**config.mk**
```make
export PLATFORM = sky130hd
export DESIGN_NAME = ppte_ctrl
export DESIGN_NICKNAME = d
export VERILOG_FILES = /design/src/rtl/ppte_pkg.sv /design/src/rtl/ppte_ctrl.sv
export SDC_FILE = /design/constraint.sdc
export NUM_CORES = 1
export LEC_CHECK = 0
export BUFFER_PORTS_ARGS = -buffer_cell sky130_fd_sc_hd__buf_2
export CAP_MARGIN = 25
export CORE_MARGIN = 2
export CORE_UTILIZATION = 55
export CTS_CLUSTER_SIZE = 25
export DETAILED_ROUTE_END_ITERATION = 7
export PLACE_DENSITY = 0.74
export SYNTH_ARGS = -nofsm -noshare
export SYNTH_HDL_FRONTEND = slang
export SYNTH_SLANG_ARGS = --single-unit
```
**constraint.sdc**
```tcl
create_clock -name clk -period 12.5 [get_ports clk]
set_input_delay 1.25 -clock clk [delete_from_list [all_inputs] [get_ports clk]]
set_output_delay 1.25 -clock clk [all_outputs]
set_load 0.05 [all_outputs]
```
**src/rtl/ppte_pkg.sv**
```systemverilog
// Package: shared constants, types and helper functions for the trajectory evaluator.
package ppte_pkg;

    localparam int SEGMENTS = 2;
    localparam int TERMS = 8;
    localparam int NAXES = 3;
    localparam int TABLE_DEPTH = NAXES * SEGMENTS * TERMS;
    localparam int TAB_AW = $clog2(TABLE_DEPTH);
    localparam int SEG_W = (SEGMENTS > 1) ? $clog2(SEGMENTS) : 1;
    localparam int BND_W = $clog2(SEGMENTS + 1);
    localparam int TERM_W = $clog2(TERMS);
    localparam int AXIS_W = 2;

    localparam logic [1:0] OP_LOAD_COEF = 2'd0;
    localparam logic [1:0] OP_LOAD_TIME = 2'd1;
    localparam logic [1:0] OP_SAMPLE = 2'd2;

    localparam logic signed [63:0] S64_MAX = 64'sh7FFF_FFFF_FFFF_FFFF;
    localparam logic signed [63:0] S64_MIN = 64'sh8000_0000_0000_0000;

    typedef struct packed {
        logic start;
        logic [SEG_W-1:0] seg;
        logic [31:0] t;
    } dp_cmd_t;

    typedef struct packed {
        logic busy;
        logic done;
    } dp_stat_t;

    // Saturating signed 64-bit add.
    function automatic logic signed [63:0] sat_add(input logic signed [63:0] a,
                                                  input logic signed [63:0] b);
        logic signed [64:0] s;
        s = {a[63], a} + {b[63], b};
        if (s[64] != s[63])
        begin
            sat_add = s[64] ? S64_MIN : S64_MAX;
        end
        else
        begin
            sat_add = s[63:0];
        end
    endfunction

    // Magnitude with sign back to saturated signed 64 bits.
    function automatic logic signed [63:0] from_mag(input logic [64:0] m, input logic neg);
        if (!neg)
        begin
            from_mag = (m > 65'h0_7FFF_FFFF_FFFF_FFFF) ? S64_MAX : m[63:0];
        end
        else if (m >= 65'h0_8000_0000_0000_0000)
        begin
            from_mag = S64_MIN;
        end
        else
        begin
            from_mag = -$signed(m[63:0]);
        end
    endfunction

    // Q16.48 to Q16.16, round half up, saturated.
    function automatic logic signed [31:0] to_q16(input logic signed [63:0] v);
        logic signed [64:0] w;
        logic signed [32:0] r;
        w = {v[63], v} + 65'sh0_8000_0000;
        r = w[64:32];
        if (r > 33'sh0_7FFF_FFFF)
        begin
            to_q16 = 32'h7FFF_FFFF;
        end
        else
        begin
            to_q16 = r[31:0];
        end
    endfunction

    function automatic logic signed [31:0] clamp_add(input logic signed [31:0] a,
                                                    input logic signed [31:0] b);
        logic signed [32:0] s;
        s = {a[31], a} + {b[31], b};
        if (s[32] != s[31])
        begin
            clamp_add = s[32] ? 32'sh8000_0000 : 32'sh7FFF_FFFF;
        end
        else
        begin
            clamp_add = s[31:0];
        end
    endfunction

endpackage

```
**src/rtl/ppte_ctrl.sv**
```systemverilog
// Controller: handshake, loads, origin latch, segment search and result hold.
module ppte_ctrl
(
    input  logic clk,
    input  logic rst_n,
    input  logic in_valid,
    output logic in_stall,
    input  logic [1:0] operation,
    input  logic [3:0] segment_number,
    input  logic [31:0] time_stamp,
    input  logic [31:0] measured_x,
    input  logic [31:0] measured_y,
    output logic out_valid,
    input  logic out_stall,
    output logic [2:0] active_segment,
    output logic [31:0] origin_x,
    output logic [31:0] origin_y,
    output ppte_pkg::dp_cmd_t cmd,
    input  ppte_pkg::dp_stat_t stat
);

    localparam logic [1:0] ST_IDLE = 2'd0;
    localparam logic [1:0] ST_FIND = 2'd1;
    localparam logic [1:0] ST_EVAL = 2'd2;

    localparam int SEGMENTS_P1 = ppte_pkg::SEGMENTS + 1;

    logic [1:0] state_reg, state_next;
    logic started_reg;
    logic [31:0] origin_time_reg, origin_x_reg, origin_y_reg;
    logic [31:0] bnd_reg [SEGMENTS_P1];
    logic [31:0] e_reg;
    logic [ppte_pkg::SEG_W-1:0] seg_reg;
    logic [31:0] t_reg;
    logic start_reg;
    logic out_valid_reg;

    logic acc;
    logic out_free;
    logic [32:0] diff;
    logic [ppte_pkg::SEG_W-1:0] fseg;
    logic [31:0] ft;
    logic found;

    assign in_stall = (state_reg != ST_IDLE);
    assign acc = in_valid && !in_stall;
    // output register empty, or its item leaves at this edge
    assign out_free = !out_valid_reg || !out_stall;
    assign diff = {1'b0, time_stamp} - {1'b0, origin_time_reg};
    assign out_valid = out_valid_reg;
    assign active_segment = 3'(seg_reg);
    assign origin_x = origin_x_reg;
    assign origin_y = origin_y_reg;
    assign cmd.start = start_reg;
    assign cmd.seg = seg_reg;
    assign cmd.t = t_reg;

    always_comb
    begin
        found = 1'b0;
        fseg = '0;
        ft = '0;
        if (e_reg >= bnd_reg[ppte_pkg::SEGMENTS])
        begin
            fseg = ppte_pkg::SEG_W'(ppte_pkg::SEGMENTS - 1);
            if (bnd_reg[ppte_pkg::SEGMENTS] >= bnd_reg[ppte_pkg::SEGMENTS-1])
            begin
                ft = bnd_reg[ppte_pkg::SEGMENTS] - bnd_reg[ppte_pkg::SEGMENTS-1];
            end
        end
        else
        begin
            for (int i = 0; i < ppte_pkg::SEGMENTS; i++)
            begin
                if (!found && e_reg >= bnd_reg[i] && e_reg <= bnd_reg[i+1])
                begin
                    fseg = ppte_pkg::SEG_W'(i);
                    found = 1'b1;
                end
            end
            if (e_reg >= bnd_reg[fseg])
            begin
                ft = e_reg - bnd_reg[fseg];
            end
        end
    end

    always_comb
    begin
        state_next = state_reg;
        case (state_reg)
            ST_IDLE:
            begin
                if (acc && operation == ppte_pkg::OP_SAMPLE && started_reg)
                begin
                    state_next = ST_FIND;
                end
            end
            ST_FIND:
            begin
                // hold until the previous result has left the output register
                if (out_free)
                begin
                    state_next = ST_EVAL;
                end
            end
            ST_EVAL:
            begin
                if (stat.done)
                begin
                    state_next = ST_IDLE;
                end
            end
            default: state_next = ST_IDLE;
        endcase
    end

    always_ff @(posedge clk or negedge rst_n)
    begin
        if (!rst_n)
        begin
            state_reg <= ST_IDLE;
            started_reg <= 1'b0;
            origin_time_reg <= '0;
            origin_x_reg <= '0;
            origin_y_reg <= '0;
            start_reg <= 1'b0;
            out_valid_reg <= 1'b0;
        end
        else
        begin
            state_reg <= state_next;
            start_reg <= (state_reg == ST_FIND) && out_free;
            if (state_reg == ST_EVAL && stat.done)
            begin
                out_valid_reg <= 1'b1;
            end
            else if (out_valid_reg && !out_stall)
            begin
                out_valid_reg <= 1'b0;
            end
            if (acc && operation == ppte_pkg::OP_SAMPLE && !started_reg)
            begin
                started_reg <= 1'b1;
                origin_time_reg <= time_stamp;
                origin_x_reg <= measured_x;
                origin_y_reg <= measured_y;
            end
        end
    end

    always_ff @(posedge clk)
    begin
        if (acc && operation == ppte_pkg::OP_LOAD_TIME
            && segment_number <= 4'(ppte_pkg::SEGMENTS))
        begin
            bnd_reg[segment_number[ppte_pkg::BND_W-1:0]] <= time_stamp;
        end
        if (acc)
        begin
            e_reg <= diff[32] ? 32'd0 : diff[31:0];
        end
        if (state_reg == ST_FIND && out_free)
        begin
            seg_reg <= fseg;
            t_reg <= ft;
        end
    end

endmodule

```
==> key figures <==
Setup path
  • CP arrival: 6.52 ns
  • WS Path Type: flop to flop
  • Worst-path fanout max: 32
  • Crit start category: flop
  • Worst R2R Setup Slack: 6.25 ns
  • Crit. End Element: flop
  • CP Data Required Time: 12.76 ns
  • FF-to-FF path depth: 22

Clock network
  • CTS Buf Count: 28
  • Skew-Pair Late Insertion Delay: 0.56 ns
  • Clk root buf: clkbuf_16
  • Setup bufs post-CTS: 0
  • CTS Buffer Depth: 3
  • Clock sinks: 262
  • Hold Buf Count CTS: 0
  • Reg clk slew, reported paths: 0.06 ns
  • H-tree lvl count: 1
  • Post-CTS sizing: 0
  • CTS tree: yes

Logic synthesis
  • YS warnings: 0
  • Area of the mapped netlist: 17200 um^2
  • Post-synthesis register bit count: 262
  • Post-synth EDFFs: 161
  • Sequential element share of the synthesized area: 0.429
  • Unique masters post-synth: 72
  • Cell count after synthesis: 1648
  • Dominant synthesized flop cell: edfxtp_1
  • FFs w/ async S/R, synth: 0.385
  • Area share of the largest cell type after synthesis: 0.281
  • Leading area contributor after synthesis: edfxtp_1
  • Mean Syn Cell Area: 10.4 um^2
  • Top cells by area, synth: edfxtp_1 (28%), dfrtp_1 (15%), ha_1 (14%)

Routing
  • Vias per cell: 5.90
  • DRT Pass-1 Iters: 5
  • Post-route DRC violation count: 0
  • Initial DRC Count: 1005
  • Vias post-DR: 13400
  • Post-Route WL: 42200 um
  • Wire per inst: 18.6 um
  • Antenna Nets Post-Route: 0

Timing
  • # setup viols final: 0
  • Pins Over Slew Limit: 0
  • Setup TNS: 0 ns
  • RSZ-0062 raised after global routing: false
  • Minimum clock period: 6.25 ns
  • Min Hold Slack: 0.502 ns
  • Final Hold Viols: 0
  • Worst Skew: 0.0253 ns
  • Achievable Freq: 0.160 GHz
  • Final worst-path setup slack: 6.25 ns
  • Slew HR: 0.396
  • Final period util: 0.500
  • Worst slew pin tran: 0.906 ns

Final layout
  • Largest register FFs: 96
  • Share of cells above drive strength 1: 0.190
  • Area Overhead vs Synth: 13.6%
  • Most common cell after layout, fill and taps aside: buf_2
  • Commonest non-fill, non-tap cells in the layout: buf_2 (206), ha_1 (192), edfxtp_1 (161)
  • Nets@finish: 2154

Run
  • Max-Cap Viols: 0

Pwr
  • Leakage: 9.37 nW
  • Max rail drop VDD: 0.0976 mV
  • P per Cell Area: 113 nW/um^2

Floorplan
  • Die Area: 32700 um^2
  • Die Span Y: 181 um
  • Die W: 181 um
  • Core area: 30700 um^2
  • Num rows: 64
  • Top Ports: 211
  • Initial Util: 0.560

Run status
  • Outcome: finished, final reports clean

Placement
  • DP Worst Slack: 6.24 ns
  • Number of port buffers: 207
  • Detailed placement HPWL: 33200 um
  • GPL Wtd Cong: 0.911

Global route
  • Global-route wire length before repair: 67300 um
  • GRT Resource Usage Total: 0.253
  • Largest net degree at the start of global routing: 75
  • Total grt overflow: 0
  • Vias in the first global route: 13300
  • Antenna violations before repair: 3

Hold path
  • HP Class: flop to flop
  • Hold Path Cell Cnt: 1
cell usage after synthesis, types with 9 or more instances:
cell      count
nor3_1       16
nand4_1      32
dfrtp_1     101
xnor2_1      41
a21o_1       77
nand2_1     100
o21bai_1     14
o211ai_1     19
nand2b_1     14
clkbuf_1     25
o21ai_0      91
inv_1       157
mux2_2       66
nand3_1      31
a21oi_1     106
buf_2        11
nor2b_1      19
o21a_1       15
edfxtp_1    161
ha_1        192
a31oi_1      13
xor2_1       36
and3_1       11
o22ai_1      29
mux2i_1      33
nor2_1       81
a211oi_1     17
nor4_1        9
worst max-delay path, cell delays in order, from the launching register on:
cell,delay (ns)
edfxtp_1,0.48
ha_1,0.35
a21o_1,0.18
a21o_1,0.18
a21o_1,0.18
a221oi_1,0.58
o21ai_0,0.26
o211ai_1,0.20
o211ai_1,0.12
buf_4,0.33
mux2_2,0.30
ha_1,0.15
inv_1,0.05
fa_1,0.40
a21o_1,0.20
a221o_1,0.37
a21oi_1,0.28
o31ai_1,0.21
o21ai_0,0.33
o211ai_1,0.14
o211ai_1,0.12
buf_4,0.36
o32ai_1,0.17
metal layers:
layer / up-vias / routed length (um) / track usage
met5: - / 0 / 0
met4: 0 / 1210 / 0.0765
met1: 6286 / 18800 / 0.347
met2: 531 / 19100 / 0.413
met3: 81 / 3070 / 0.0401
li1: 6494 / - / -
power by group:
group / switching (mW) / total, mW / internal, mW
registers: 0.0221 / 0.977 / 0.954
logic: 0.256 / 0.412 / 0.156
clock network: 0.335 / 0.819 / 0.483
total: 0.613 / 2.21 / 1.59
cell families (layout without fill, tap and decap cells):
kind of cell | count (synthesis) | count (layout) | share of synthesized area
fa+ha+maj | 195 | 195 | 0.143
xor+xnor | 77 | 77 | 0.0393
compound gates | 453 | 453 | 0.174
simple gates | 357 | 357 | 0.103
flops | 262 | 262 | 0.429
mux | 99 | 99 | 0.0625
other cells | 1 | 5 | 0.000218
buf+inv | 204 | 426 | 0.0487
final timing paths:
| kind | from | to |
|---|---|---|
| worst max-delay path | e_reg[25] | t_reg[7] |
| worst min-delay path | origin_x[7] | origin_x[7] |
| worst max register to register | e_reg[25] | t_reg[7] |
| worst min register to register | origin_x[7] | origin_x[7] |
| max in group asynchronous | rst_n | origin_y[21] |
| min in group asynchronous | rst_n | origin_x[14] |
cell type report:
class                   count  area, um^2
well taps                 396         495
inverters                 157         589
clock inverters            10        58.8
flip-flops and latches    262        7360
fillers                  2501       11100
repair buffers            219        1130
diodes                      3        7.51
multi-input cells        1183        9010
clock buffers              40         871
stage by stage:
stage	power, mW	utilization	area, um^2	instances
global route	2.30	0.637	19500	2270
finish	2.21	0.637	19500	2270
global placement	1.39	0.606	18600	2217
detailed placement	1.40	0.606	18600	2217
CTS	2.22	0.636	19500	2267
floorplan	1.28	-	17200	1649
No activity file was read; power rests on OpenSTA's default activity.
